$ cat src/hw/rtl/aaq_pkg.sv
`timescale 1ns / 1ps

package aaq_pkg;

  // Configuration port geometry
  localparam int CFG_IDX_W  = 3;
  localparam int CFG_DATA_W = 32;

  // Engineering value width (signed Q16.16)
  localparam int VAL_W = 32;

  // Reset value of the full-code engineering value: 100.0 in Q16.16
  localparam logic signed [VAL_W-1:0] VAL_FULL_RST = 32'sd6553600;

  // Register indexes on the configuration port
  typedef enum logic [CFG_IDX_W-1:0] {
    CFG_ALARM_TYPE     = 3'd0,
    CFG_VAL_ZERO       = 3'd1,
    CFG_VAL_FULL       = 3'd2,
    CFG_VALUE_OFFSET   = 3'd3,
    CFG_SET_POINT      = 3'd4,
    CFG_RESET_POINT    = 3'd5,
    CFG_TIME_TO_ALARM  = 3'd6,
    CFG_TIME_TO_RETURN = 3'd7
  } cfg_idx_e;

  // Alarm kinds
  typedef enum logic [1:0] {
    ALARM_HIGH     = 2'd0,
    ALARM_LOW      = 2'd1,
    ALARM_IN_BAND  = 2'd2,
    ALARM_OUT_BAND = 2'd3
  } alarm_type_e;

  // Per-channel alarm qualification state
  typedef struct packed {
    logic        in_alarm;
    logic        alarm_pending;
    logic [31:0] alarm_start;
    logic        return_pending;
    logic [31:0] return_start;
  } chan_state_t;

endpackage

$ cat src/hw/rtl/aaq_if.sv
`timescale 1ns / 1ps

// Reading channel: one averaged converter reading per transfer
interface aaq_in_if #(
  parameter int CH_W  = 1,
  parameter int ADC_W = 12
);
  logic             valid;
  logic             ready;
  logic [CH_W-1:0]  channel;
  logic [ADC_W-1:0] adc_code;
  logic [31:0]      now_ms;

  modport source (output valid, output channel, output adc_code, output now_ms,
                  input ready);
  modport sink   (input valid, input channel, input adc_code, input now_ms,
                  output ready);
endinterface

// Result channel: scaled value and alarm status per transfer
interface aaq_out_if #(
  parameter int CH_W = 1
);
  logic               valid;
  logic               ready;
  logic [CH_W-1:0]    channel_out;
  logic signed [31:0] eng_value;
  logic               alarm_active;
  logic               alarm_raised;
  logic               alarm_cleared;

  modport source (output valid, output channel_out, output eng_value,
                  output alarm_active, output alarm_raised, output alarm_cleared,
                  input ready);
  modport sink   (input valid, input channel_out, input eng_value,
                  input alarm_active, input alarm_raised, input alarm_cleared,
                  output ready);
endinterface

$ cat src/hw/rtl/analog_alarm_qualifier.sv
`timescale 1ns / 1ps

// Process alarm qualifier. Each reading is scaled linearly to a signed Q16.16
// engineering value (code 0 gives the 4 mA value, full code gives the 20 mA
// value, rounded to nearest, then value_offset is added and the sum saturated),
// then checked against a high, low, in-band or out-of-band alarm with set and
// reset points. Entering or leaving alarm needs the condition on two or more
// scans that span at least time_to_alarm or time_to_return ms (wrap-safe). The
// block accepts one reading per clock unless a stalled result fills every slot;
// each result passes through a five-register pipeline (input, product,
// partial divide by the full-scale code, saturated value, result). Any empty
// pipeline slot absorbs a stalled result, so readings keep flowing until every
// slot is full. Readings for a channel number at or above CHANNELS are dropped
// without a result. Configuration is shared by all channels and is used by each
// stage as a reading passes it, so a write also reaches readings in flight.
module analog_alarm_qualifier
  import aaq_pkg::*;
#(
  parameter int CHANNELS = 2,
  parameter int ADC_BITS = 12
) (
  input  logic                  clk_i,
  input  logic                  rst_ni,
  input  logic                  cfg_we_i,
  input  logic [CFG_IDX_W-1:0]  cfg_idx_i,
  input  logic [CFG_DATA_W-1:0] cfg_data_i,
  aaq_in_if.sink                in_i,
  aaq_out_if.source             out_o
);

  localparam int CH_W     = (CHANNELS > 1) ? $clog2(CHANNELS) : 1;
  localparam int X_W      = ADC_BITS + 33;
  localparam int FOLD_N   = X_W / (ADC_BITS - 1) + 3;
  localparam int FOLD_A   = 2;
  localparam int FOLD_B   = FOLD_N - FOLD_A;
  localparam logic [X_W-1:0] CODE_MAX = (X_W'(1) << ADC_BITS) - X_W'(1);
  localparam logic [X_W-1:0] HALF     = CODE_MAX >> 1;
  localparam logic signed [34:0] V_MAX = 35'sd2147483647;
  localparam logic signed [34:0] V_MIN = -35'sd2147483648;

  // ---------------------------------------------------------------------
  // Configuration registers and values derived from them
  // ---------------------------------------------------------------------
  alarm_type_e              alarm_type_q, alarm_type_d;
  logic signed [VAL_W-1:0]  val_zero_q, val_zero_d;
  logic signed [VAL_W-1:0]  val_full_q, val_full_d;
  logic signed [VAL_W-1:0]  offset_q, offset_d;
  logic signed [VAL_W-1:0]  set_point_q, set_point_d;
  logic signed [VAL_W-1:0]  reset_point_q, reset_point_d;
  logic [31:0]              tta_q, tta_d;
  logic [31:0]              ttr_q, ttr_d;

  logic signed [32:0]       span_d;
  logic [32:0]              span_mag_q, span_mag_d;
  logic                     span_neg_q, span_neg_d;
  logic signed [32:0]       base_q, base_d;
  logic signed [VAL_W-1:0]  lo_q, lo_d, hi_q, hi_d;

  // Decode the write and recompute derived values from the next settings
  always_comb begin
    alarm_type_d  = alarm_type_q;
    val_zero_d    = val_zero_q;
    val_full_d    = val_full_q;
    offset_d      = offset_q;
    set_point_d   = set_point_q;
    reset_point_d = reset_point_q;
    tta_d         = tta_q;
    ttr_d         = ttr_q;
    if (cfg_we_i) begin
      case (cfg_idx_e'(cfg_idx_i))
        CFG_ALARM_TYPE:     alarm_type_d  = alarm_type_e'(cfg_data_i[1:0]);
        CFG_VAL_ZERO:       val_zero_d    = $signed(cfg_data_i);
        CFG_VAL_FULL:       val_full_d    = $signed(cfg_data_i);
        CFG_VALUE_OFFSET:   offset_d      = $signed(cfg_data_i);
        CFG_SET_POINT:      set_point_d   = $signed(cfg_data_i);
        CFG_RESET_POINT:    reset_point_d = $signed(cfg_data_i);
        CFG_TIME_TO_ALARM:  tta_d         = cfg_data_i;
        CFG_TIME_TO_RETURN: ttr_d         = cfg_data_i;
        default: ;
      endcase
    end
    span_d     = 33'(val_full_d) - 33'(val_zero_d);
    span_neg_d = span_d[32];
    span_mag_d = span_neg_d ? 33'(-span_d) : 33'(span_d);
    base_d     = 33'(val_zero_d) + 33'(offset_d);
    lo_d       = (set_point_d < reset_point_d) ? set_point_d : reset_point_d;
    hi_d       = (set_point_d < reset_point_d) ? reset_point_d : set_point_d;
  end

  always_ff @(posedge clk_i or negedge rst_ni) begin
    if (!rst_ni) begin
      alarm_type_q  <= ALARM_HIGH;
      val_zero_q    <= '0;
      val_full_q    <= VAL_FULL_RST;
      offset_q      <= '0;
      set_point_q   <= '0;
      reset_point_q <= '0;
      tta_q         <= '0;
      ttr_q         <= '0;
      span_mag_q    <= 33'(VAL_FULL_RST);
      span_neg_q    <= 1'b0;
      base_q        <= '0;
      lo_q          <= '0;
      hi_q          <= '0;
    end else begin
      alarm_type_q  <= alarm_type_d;
      val_zero_q    <= val_zero_d;
      val_full_q    <= val_full_d;
      offset_q      <= offset_d;
      set_point_q   <= set_point_d;
      reset_point_q <= reset_point_d;
      tta_q         <= tta_d;
      ttr_q         <= ttr_d;
      span_mag_q    <= span_mag_d;
      span_neg_q    <= span_neg_d;
      base_q        <= base_d;
      lo_q          <= lo_d;
      hi_q          <= hi_d;
    end
  end

  // ---------------------------------------------------------------------
  // Pipeline flow control: a stage loads when it is empty or drains
  // ---------------------------------------------------------------------
  logic v1_q, v2_q, v3_q, v4_q, ov_q;
  logic r1, r2, r3, r4, r5;
  logic ch_ok;

  assign r5 = !ov_q || out_o.ready;
  assign r4 = !v4_q || r5;
  assign r3 = !v3_q || r4;
  assign r2 = !v2_q || r3;
  assign r1 = !v1_q || r2;
  assign in_i.ready = r1;
  assign ch_ok = (int'(in_i.channel) < CHANNELS);

  always_ff @(posedge clk_i or negedge rst_ni) begin
    if (!rst_ni) begin
      v1_q <= 1'b0;
      v2_q <= 1'b0;
      v3_q <= 1'b0;
      v4_q <= 1'b0;
      ov_q <= 1'b0;
    end else begin
      if (r1) v1_q <= in_i.valid && ch_ok;
      if (r2) v2_q <= v1_q;
      if (r3) v3_q <= v2_q;
      if (r4) v4_q <= v3_q;
      if (r5) ov_q <= v4_q;
    end
  end

  // ---------------------------------------------------------------------
  // Stage 1: capture the transfer
  // ---------------------------------------------------------------------
  logic [CH_W-1:0]     c1_q, c2_q, c3_q, c4_q;
  logic [31:0]         now1_q, now2_q, now3_q, now4_q;
  logic [ADC_BITS-1:0] code1_q;

  always_ff @(posedge clk_i) begin
    if (r1 && in_i.valid) begin
      c1_q    <= in_i.channel;
      code1_q <= in_i.adc_code;
      now1_q  <= in_i.now_ms;
    end
  end

  // ---------------------------------------------------------------------
  // Stage 2: code times span magnitude
  // ---------------------------------------------------------------------
  logic [X_W-1:0] mag2_q, mag2_d;

  assign mag2_d = X_W'(code1_q) * X_W'(span_mag_q);

  always_ff @(posedge clk_i) begin
    if (r2 && v1_q) begin
      c2_q   <= c1_q;
      now2_q <= now1_q;
      mag2_q <= mag2_d;
    end
  end

  // ---------------------------------------------------------------------
  // Stage 3: round, then first folds of the divide by 2^ADC_BITS - 1
  // (x = a*2^N + b gives x/D = a + (a+b)/D)
  // ---------------------------------------------------------------------
  logic [X_W-1:0] x3_q, x3_d, acc3_q, acc3_d;

  always_comb begin
    logic [X_W-1:0] fa;
    x3_d   = mag2_q + HALF;
    acc3_d = '0;
    for (int k = 0; k < FOLD_A; k++) begin
      fa     = x3_d >> ADC_BITS;
      acc3_d = acc3_d + fa;
      x3_d   = fa + (x3_d & CODE_MAX);
    end
  end

  always_ff @(posedge clk_i) begin
    if (r3 && v2_q) begin
      c3_q   <= c2_q;
      now3_q <= now2_q;
      x3_q   <= x3_d;
      acc3_q <= acc3_d;
    end
  end

  // ---------------------------------------------------------------------
  // Stage 4: finish the divide, restore sign, add base and saturate
  // ---------------------------------------------------------------------
  logic signed [VAL_W-1:0] v4_val_q, v4_val_d;

  always_comb begin
    logic [X_W-1:0]     fa;
    logic [X_W-1:0]     fx;
    logic [X_W-1:0]     facc;
    logic [32:0]        qm;
    logic signed [34:0] qs;
    logic signed [34:0] vw;
    fx   = x3_q;
    facc = acc3_q;
    for (int k = 0; k < FOLD_B; k++) begin
      fa   = fx >> ADC_BITS;
      facc = facc + fa;
      fx   = fa + (fx & CODE_MAX);
    end
    if (fx == CODE_MAX) begin
      facc = facc + X_W'(1);
    end
    qm = facc[32:0];
    qs = $signed({2'b00, qm});
    if (span_neg_q) begin
      qs = -qs;
    end
    vw = 35'(base_q) + qs;
    if (vw > V_MAX) begin
      v4_val_d = V_MAX[31:0];
    end else if (vw < V_MIN) begin
      v4_val_d = V_MIN[31:0];
    end else begin
      v4_val_d = vw[31:0];
    end
  end

  always_ff @(posedge clk_i) begin
    if (r4 && v3_q) begin
      c4_q     <= c3_q;
      now4_q   <= now3_q;
      v4_val_q <= v4_val_d;
    end
  end

  // ---------------------------------------------------------------------
  // Alarm qualification on the way into the result register
  // ---------------------------------------------------------------------
  chan_state_t st_q [CHANNELS];
  chan_state_t st_cur, st_nxt;
  logic        cond_alarm, cond_return;
  logic        in_band;
  logic        raised, cleared;
  logic [31:0] alarm_age, return_age;

  assign in_band    = (v4_val_q >= lo_q) && (v4_val_q <= hi_q);
  assign st_cur     = st_q[c4_q];
  assign alarm_age  = now4_q - st_cur.alarm_start;
  assign return_age = now4_q - st_cur.return_start;

  // Select the alarm and return conditions for the configured kind
  always_comb begin
    case (alarm_type_q)
      ALARM_HIGH: begin
        cond_alarm  = v4_val_q >= set_point_q;
        cond_return = v4_val_q < reset_point_q;
      end
      ALARM_LOW: begin
        cond_alarm  = v4_val_q <= set_point_q;
        cond_return = v4_val_q > reset_point_q;
      end
      ALARM_IN_BAND: begin
        cond_alarm  = in_band;
        cond_return = !in_band;
      end
      ALARM_OUT_BAND: begin
        cond_alarm  = !in_band;
        cond_return = in_band;
      end
      default: begin
        cond_alarm  = 1'b0;
        cond_return = 1'b0;
      end
    endcase
  end

  // Advance the timers and flags of the channel of this reading
  always_comb begin
    st_nxt  = st_cur;
    raised  = 1'b0;
    cleared = 1'b0;
    if (cond_alarm) begin
      if (!st_cur.in_alarm) begin
        if (!st_cur.alarm_pending) begin
          st_nxt.alarm_pending = 1'b1;
          st_nxt.alarm_start   = now4_q;
        end else if (alarm_age >= tta_q) begin
          st_nxt.in_alarm       = 1'b1;
          st_nxt.return_pending = 1'b0;
          raised                = 1'b1;
        end
      end
    end else begin
      st_nxt.alarm_pending = 1'b0;
      if (st_cur.in_alarm) begin
        if (cond_return) begin
          if (!st_cur.return_pending) begin
            st_nxt.return_pending = 1'b1;
            st_nxt.return_start   = now4_q;
          end else if (return_age >= ttr_q) begin
            st_nxt.in_alarm = 1'b0;
            cleared         = 1'b1;
          end
        end else begin
          st_nxt.return_pending = 1'b0;
        end
      end
    end
  end

  // Commit channel state when the reading moves into the result register
  always_ff @(posedge clk_i or negedge rst_ni) begin
    if (!rst_ni) begin
      for (int i = 0; i < CHANNELS; i++) begin
        st_q[i] <= '0;
      end
    end else if (r5 && v4_q) begin
      st_q[c4_q] <= st_nxt;
    end
  end

  // ---------------------------------------------------------------------
  // Result register
  // ---------------------------------------------------------------------
  logic [CH_W-1:0]         och_q;
  logic signed [VAL_W-1:0] oval_q;
  logic                    oact_q, orais_q, oclr_q;

  always_ff @(posedge clk_i) begin
    if (r5 && v4_q) begin
      och_q   <= c4_q;
      oval_q  <= v4_val_q;
      oact_q  <= st_nxt.in_alarm;
      orais_q <= raised;
      oclr_q  <= cleared;
    end
  end

  assign out_o.valid         = ov_q;
  assign out_o.channel_out   = och_q;
  assign out_o.eng_value     = oval_q;
  assign out_o.alarm_active  = oact_q;
  assign out_o.alarm_raised  = orais_q;
  assign out_o.alarm_cleared = oclr_q;

endmodule

$ cat src/flat_wrapper.sv
// flat-port wrapper written by rule: the top's interface ports become plain ports
module analog_alarm_qualifier_flat import aaq_pkg::*;
#(
  parameter int CHANNELS = 2,
  parameter int ADC_BITS = 12
)
  (clk_i, rst_ni, cfg_we_i, cfg_idx_i, cfg_data_i, in_i_valid, in_i_channel, in_i_adc_code, in_i_now_ms, in_i_ready, out_o_valid, out_o_channel_out, out_o_eng_value, out_o_alarm_active, out_o_alarm_raised, out_o_alarm_cleared, out_o_ready);
  aaq_in_if #(.CH_W(1), .ADC_W((12))) in_i_i ();
  aaq_out_if #(.CH_W(1)) out_o_i ();
  input  logic clk_i;
  input  logic rst_ni;
  input  logic cfg_we_i;
  input  logic [CFG_IDX_W-1:0] cfg_idx_i;
  input  logic [CFG_DATA_W-1:0] cfg_data_i;
  input wire logic [$bits(in_i_i.valid)-1:0] in_i_valid;
  input wire logic [$bits(in_i_i.channel)-1:0] in_i_channel;
  input wire logic [$bits(in_i_i.adc_code)-1:0] in_i_adc_code;
  input wire logic [$bits(in_i_i.now_ms)-1:0] in_i_now_ms;
  output wire logic [$bits(in_i_i.ready)-1:0] in_i_ready;
  output wire logic [$bits(out_o_i.valid)-1:0] out_o_valid;
  output wire logic [$bits(out_o_i.channel_out)-1:0] out_o_channel_out;
  output wire logic [$bits(out_o_i.eng_value)-1:0] out_o_eng_value;
  output wire logic [$bits(out_o_i.alarm_active)-1:0] out_o_alarm_active;
  output wire logic [$bits(out_o_i.alarm_raised)-1:0] out_o_alarm_raised;
  output wire logic [$bits(out_o_i.alarm_cleared)-1:0] out_o_alarm_cleared;
  input wire logic [$bits(out_o_i.ready)-1:0] out_o_ready;
  assign in_i_i.valid = in_i_valid;
  assign in_i_i.channel = in_i_channel;
  assign in_i_i.adc_code = in_i_adc_code;
  assign in_i_i.now_ms = in_i_now_ms;
  assign in_i_ready = in_i_i.ready;
  assign out_o_valid = out_o_i.valid;
  assign out_o_channel_out = out_o_i.channel_out;
  assign out_o_eng_value = out_o_i.eng_value;
  assign out_o_alarm_active = out_o_i.alarm_active;
  assign out_o_alarm_raised = out_o_i.alarm_raised;
  assign out_o_alarm_cleared = out_o_i.alarm_cleared;
  assign out_o_i.ready = out_o_ready;
  analog_alarm_qualifier #(.CHANNELS(CHANNELS), .ADC_BITS(ADC_BITS)) u_core (.clk_i(clk_i), .rst_ni(rst_ni), .cfg_we_i(cfg_we_i), .cfg_idx_i(cfg_idx_i), .cfg_data_i(cfg_data_i), .in_i(in_i_i), .out_o(out_o_i));
endmodule
$ cat config.mk
export PLATFORM = sky130hd
export DESIGN_NAME = analog_alarm_qualifier_flat
export DESIGN_NICKNAME = d
export VERILOG_FILES = /design/src/hw/rtl/aaq_pkg.sv /design/src/hw/rtl/aaq_if.sv /design/src/hw/rtl/analog_alarm_qualifier.sv /design/src/flat_wrapper.sv
export SDC_FILE = /design/constraint.sdc
export NUM_CORES = 2
export LEC_CHECK = 0
export ABC_AREA = 0
export BUFFER_PORTS_ARGS = -buffer_cell sky130_fd_sc_hd__buf_2
export CAP_MARGIN = 30
export CORE_ASPECT_RATIO = 0.9
export CORE_UTILIZATION = 47
export DETAILED_ROUTE_END_ITERATION = 6
export SYNTH_ARGS = -nofsm -noshare
export SYNTH_HDL_FRONTEND = slang
export SYNTH_SLANG_ARGS = --single-unit
export TNS_END_PERCENT = 1
$ cat constraint.sdc
create_clock -name clk_i -period 35.2 [get_ports clk_i]
set_input_delay 1.76 -clock clk_i [delete_from_list [all_inputs] [get_ports clk_i]]
set_output_delay 1.76 -clock clk_i [all_outputs]
set_load 0.01 [all_outputs]
==> Yosys cells after proc, flatten, opt, wreduce, memory -nomap -nowiden <==
Cells that the tools add are included.
{ "totals": {"regBits": 831, "inputBits": 85, "output_inout_bits": 38, "word_cells": 166} }
{ "op_classes": {"add_sub_neg": 22, "mul": 1, "order_cmp": 13, "eq_ne": 11, "muxes": 43, "bitwise": 5, "n_reduce_logical": 25} }
{ "op_table": {"columns": ["cell", "count"], "rows": [
  ["$mux 32", 18],
  ["$mux 67", 4],
  ["$add 33x12->34", 7],
  ["$add 33x33->33", 5],
  ["$bwmux 134", 1],
  ["$ge 32x32->1", 4],
  ["$mux 33", 3],
  ["$mux 35", 2],
  ["$demux 67 s1", 1],
  ["$le 32x32->1", 2],
  ["$lt 32x32->1", 2],
  ["$sub 32x32->32", 2],
  ["$add 45x11->45 const B", 1],
  ["$eq 45x12->1 const B", 1],
  ["$mul 12x33->45", 1],
  ["$add 33x35->35", 1],
  ["$gt 35x32->1 const B", 1],
  ["$lt 35x32->1 const B", 1],
  ["$neg 33->35", 1],
  ["$add 32x32->33", 1],
  ["$add 33x1->33 const B", 1],
  ["$add 33x22->33", 1],
  ["$neg 33->33", 1],
  ["$sub 32x32->33", 1],
  ["21 further kinds", 57]
]} }

==> Depth between registers and ports, before layout <==
{ "depth": {"depth_word": 12, "mapped_depth": 66, "ltp_nobuf": 61} }

==> Worst setup path after synthesis <==
Ideal clock, no wire load.
{ "synth_path": {"path_type": "flip-flop to flip-flop", "startpoint": "reg u_core.x3_q[17]", "endpoint": "reg u_core.v4_val_q[0] (data pin)", "setup_ps": 289, "arrival_time_ps": 14325, "required_time_ps": 34911, "setup_slack_ps": 20586, "path_stages_with_launch": 61, "path_buffers": 3, "synth_period_minus_slack_ps": 14614, "path_cell_list": "edfxtp_1 -> ha_1 -> clkbuf_1 -> nor3_1 -> o21ba_1 -> or2_1 -> nor2b_1 -> o21ai_0 -> a21oi_1 -> o21a_1 -> ha_1 -> ha_1 -> clkbuf_1 -> o211ai_1 -> nor4_1 -> nand3_1 -> nor3_1 -> ha_1 -> [25 not listed] -> or3_1 -> a22oi_1 -> or4b_1 -> or2_1 -> clkbuf_1 -> o41ai_1 -> xor2_1 -> ha_1 -> a21o_1 -> a21oi_1 -> a21boi_0 -> o21ai_0 -> a31oi_1 -> or4b_2 -> a31oi_1 -> a2111oi_0 -> a2111oi_0 -> a22oi_1"} }
{ "synth_between": {"elab_chain_len": 12, "elab_cells_between_ends": 19, "cone_classes": "add/sub: 13; order compare: 2; eq/ne: 1; mux: 3"} }
{ "synth_lines": {"columns": ["item", "line_no", "rtl"], "rows": [
  ["start, declared", "analog_alarm_qualifier.sv:187", "logic [X_W-1:0] x3_q, x3_d, acc3_q, acc3_d;"],
  ["start signal, assigned", "analog_alarm_qualifier.sv:204", "x3_q <= x3_d;"],
  ["$add 33x12->34 or $add 33x33->33 (tied branches)", "analog_alarm_qualifier.sv:226, analog_alarm_qualifier.sv:225", null],
  ["$add 33x33->33 or $add 33x12->34 (tied branches) (4 in a row)", "analog_alarm_qualifier.sv:225, analog_alarm_qualifier.sv:226", null],
  ["$add 33x1->33 or $eq 45x12->1 (tied branches)", "analog_alarm_qualifier.sv:229, analog_alarm_qualifier.sv:228", null],
  ["$mux 33 (*)", "analog_alarm_qualifier.sv:228", "if (fx == CODE_MAX) begin"],
  ["$neg 33->35", "analog_alarm_qualifier.sv:234", "qs = -qs;"],
  ["$mux 35 (*)", "analog_alarm_qualifier.sv:233", "if (span_neg_q) begin"],
  ["$add 33x35->35 (*)", "analog_alarm_qualifier.sv:236", "vw = 35'(base_q) + qs;"],
  ["$lt 35x32->1", "analog_alarm_qualifier.sv:239", "end else if (vw < V_MIN) begin"],
  ["$mux 32", "analog_alarm_qualifier.sv:239", null],
  ["end signal, assigned", "analog_alarm_qualifier.sv:250", "v4_val_q <= v4_val_d;"],
  ["end, declared", "analog_alarm_qualifier.sv:212", "logic signed [VAL_W-1:0] v4_val_q, v4_val_d;"]
]} }
Mark *: on every way between the ends. The rest lies on a longest branch, timed or not.
A chain may end at the register's enable or synchronous reset.

==> Worst setup path after layout <==
{ "layout_path": {"startpoint": "reg u_core.x3_q[12]", "endpoint": "reg u_core.v4_val_q[1] (data pin)"} }
{ "layout_between": {"elab_chain_len": 12, "elab_cells_between_ends": 19, "cone_classes": "add/sub: 13; order compare: 2; eq/ne: 1; mux: 3"} }
{ "layout_lines": {"columns": ["item", "line_no"], "rows": [
  ["$add 33x33->33 or $add 33x12->34 (tied branches) (5 in a row)", "analog_alarm_qualifier.sv:225, analog_alarm_qualifier.sv:226"],
  ["$add 33x1->33 or $eq 45x12->1 (tied branches)", "analog_alarm_qualifier.sv:229, analog_alarm_qualifier.sv:228"],
  ["$mux 33 (*)", "analog_alarm_qualifier.sv:228"],
  ["$neg 33->35", "analog_alarm_qualifier.sv:234"],
  ["$mux 35 (*)", "analog_alarm_qualifier.sv:233"],
  ["$add 33x35->35 (*)", "analog_alarm_qualifier.sv:236"],
  ["$lt 35x32->1", "analog_alarm_qualifier.sv:239"],
  ["$mux 32", "analog_alarm_qualifier.sv:239"]
]} }
Marks and branches as above.

==> impl_metrics.json <==
{
  "run_status": "finished, final reports clean",
  "cts.path.max_buffers": 3,
  "synthesis.area_um2": 61700,
  "clock_latency_ns": 0.71,
  "firstDrtPassIters": 6,
  "synth_top_cell_by_area": "dfrtp_1",
  "antenna_violating_nets_post_route": 0,
  "r2r_start": "u_core.x3_q[12]",
  "finalWirelength_um": 156000,
  "fin_tns_setup_ns": 0,
  "hold_violations": 0,
  "grt_setup_unrepaired": "no",
  "cap_viol_max_count": 0,
  "critical_path.startpoint": "u_core.x3_q[12]",
  "clock_tree.root_cell": "clkbuf_16",
  "netlist.area_leader.share_pct": 19.9,
  "critical_path_class": "reg -> reg",
  "drive_above_1_share_pct": 11.3,
  "synth.most_common_cell": "inv_1",
  "cp.buffers_inverters": 3,
  "cts_hold_buf": 0,
  "worst_path_most_repeated_cell": "ha_1",
  "detail_route.drc_violations": 0,
  "mappedNetlistNets": 6967,
  "area_delta_synth_final_pct": 9.17,
  "worst_slew_pin_slew_ns": 1.00,
  "final.min_clock_period_ns": 17.41,
  "critical_path.top_delay_family": "simple AND/OR/NAND/NOR gates",
  "die-area_um2": 133000,
  "maxClockFrequency_ghz": 0.0574,
  "post_synth_inst_count": 5990,
  "grt_antenna_before_repair": 12,
  "die-height_um": 346,
  "synth-edff-count": 313,
  "synthArstFlopShare_pct": 61.3,
  "worst-endpoint-arrival_ns": 17.83,
  "max-slew-margin-rel_pct": 33.3,
  "place_congestion": 0.913,
  "setup.worst_path.start_class": "register",
  "synth_top_cells_by_count": "671 x inv_1, 570 x ha_1, 505 x nand2_1, 490 x dfrtp_1, 322 x fa_1",
  "crit-reg2reg-capture": "u_core.v4_val_q[1]",
  "cts_resized": 0,
  "die_w_um": 384,
  "port-buffer-count": 122,
  "mean_cell_area_of_the_mapped_netlist_um2": 10.3,
  "cp_data_required_time_ns": 35.62,
  "most_area_consuming_cells_after_synthesis": "dfrtp_1 20%, edfxtp_1 15%, ha_1 12%, fa_1 10%, mux2_2 5.5%",
  "hp-class": "reg -> reg",
  "netlist-cell-type-count": 99,
  "synth-main-ff-cell": "dfrtp_1",
  "grt_start_max_net_pins": 167,
  "core.rowCount": 125,
  "worst_path_max_delay_cell": "nor4b_2",
  "whs_path_depth": 0,
  "whs_endpoint": "u_core.now4_q[24]",
  "wl_per_cell_um": 19.9,
  "nNetsFinal": 7054,
  "worst_r2r_path_depth": 59,
  "fillerInstances": 11600,
  "report.final.setup_viol": 0,
  "layout_worst_path_cycle_share_pct": 49.5,
  "num_vias": 43700,
  "drtIter0Drc": 2568,
  "cts_max_level": 3,
  "synth-seq-cells": 809,
  "dp_hpwl_um": 121000,
  "fin_cells": 7870,
  "initial_core_util_pct": 47.6,
  "sequential_share_of_the_synthesized_area_pct": 35.3,
  "globalRouteTotalUtil_pct": 23.7,
  "clock_tree_from_tritoncts": "done",
  "global_route.overflow_total": 0,
  "finalClockSkew_ns": 0.0344,
  "setup.worst_path.end_class": "register",
  "clock_transition_time_at_the_flip_flop_clock_pins_of_the_worst_setup_and_hold_paths_ns": 0.06,
  "cts_post_setup_buffers_inserted": 0,
  "cp_slowest_stage_delay_ns": 0.72,
  "dpl.cell_count": 7696,
  "cts-buffers-inserted": 91,
  "ioPinCount": 123,
  "design.core.area_um2": 130000,
  "routed_via_count_divided_by_cell_count": 5.55,
  "regToRegSetupSlack_ns": 17.79,
  "global_route_wire_length_before_repair_um": 248000,
  "clock-sinks": 809,
  "synthesis.yosys.warnings": 0,
  "worstHoldStart": "u_core.now3_q[24]",
  "critical_path.max_fanout": 35,
  "slew_viol_final": 0,
  "via_count_of_the_first_global_routing_pass": 43600
}
## cells by family after synthesis
family	Yosys count	synth area share [%]
AND/OR/NAND/NOR	1576	12.7
AO/OA/AOI/OAI	973	10.5
adder cells (fa/ha/maj)	892	22.0
buffers and inverters	846	5.18
flip-flops	809	35.3
multiplexers	469	8.21
XOR/XNOR	424	6.07
other	1	0.00607
## per-layer routing
layer / GRT usage [%] / vias to the layer above / share of wire (%)
met5: 0 / - / 0.023
met4: 5.55 / 6 / 2.2
met3: 3.19 / 180 / 4.6
met2: 36.1 / 912 / 44
met1: 35.5 / 21600 / 50
li1: - / 21000 / -
## worst register-to-register path: cells and delay by family, from the launching register on
family                   cells  cell delay [ns]
adder cells (fa/ha/maj)     13             3.96
AND/OR/NAND/NOR             20             6.73
XOR/XNOR                     2             0.46
buffers and inverters        3             0.45
AO/OA/AOI/OAI               21             5.17
flip-flops                   1             0.34
## worst max-delay path by stage
stage                           to  slack (ns)  depth (start not counted)
4_1_cts         u_core.v4_val_q[0]       17.86                         59
6_report        u_core.v4_val_q[1]       17.79                         59
5_1_grt         u_core.v4_val_q[0]       16.39                         60
2_1_floorplan   u_core.v4_val_q[0]       20.59                         60
3_3_place_gp   u_core.v4_val_q[30]       17.72                         58
3_5_place_dp    u_core.v4_val_q[0]       17.92                         59
## through the flow
step | utilization (%) | hold slack, ns | cell area (um^2) | worst slack (ns)
2_1_floorplan | - | 0.400 | 61700 | 20.59
3_3_place_gp | 49.6 | 0.401 | 64200 | 17.72
3_5_place_dp | 49.6 | 0.405 | 64300 | 17.92
4_1_cts | 51.9 | 0.399 | 67300 | 17.86
5_1_grt | 52.0 | 0.410 | 67400 | 16.39
6_report | 52.0 | 0.416 | 67400 | 17.79
## sequential cells by signal, summed over array words and instances (netlist names), 33 cells and up
signal	count
u_core.st_q	134
u_core.mag2_q	45
u_core.acc3_q	33
u_core.base_q	33
u_core.span_mag_q	33
## cell usage in the layout (no fill, tap or decap), drive strengths merged, types with 24 or more instances in the layout
cell | Yosys | layout
mux2i | 170 | 170
nand2 | 505 | 505
o32ai | 30 | 30
nor3 | 108 | 108
clkinv | 0 | 24
or4 | 26 | 26
o21a | 66 | 66
a211oi | 28 | 28
xor2 | 130 | 130
and3 | 43 | 43
a21o | 141 | 141
fa | 322 | 322
nor4 | 42 | 42
mux2 | 299 | 299
nand3 | 103 | 103
or3 | 46 | 46
a31oi | 31 | 31
clkbuf | 143 | 124
dfrtp | 490 | 490
and2 | 151 | 151
edfxtp | 313 | 313
o21ai | 170 | 170
ha | 570 | 570
nand2b | 61 | 61
xnor2 | 292 | 292
or2 | 34 | 34
inv | 671 | 678
a21boi | 28 | 28
buf | 32 | 169
nor2b | 63 | 63
o31ai | 25 | 25
a21oi | 270 | 270
nand4 | 66 | 66
nor2 | 268 | 268
## area by class of cell
type / count / area [um^2] / share of cell area [%]
clock inverter: 47 / 568 / 0.843
clock buffer: 124 / 2500 / 3.71
sequential: 809 / 21800 / 32.4
multi-input combinational: 4335 / 36800 / 54.6
antenna: 1 / 2.50 / 0.00371
tap: 1714 / 2140 / 3.18
inverter: 671 / 2520 / 3.74
timing repair buffer: 169 / 1040 / 1.54
Power is left out: the tool's default activity adds up to more than one toggle a clock period on the data nets, which glitch-free logic cannot reach.
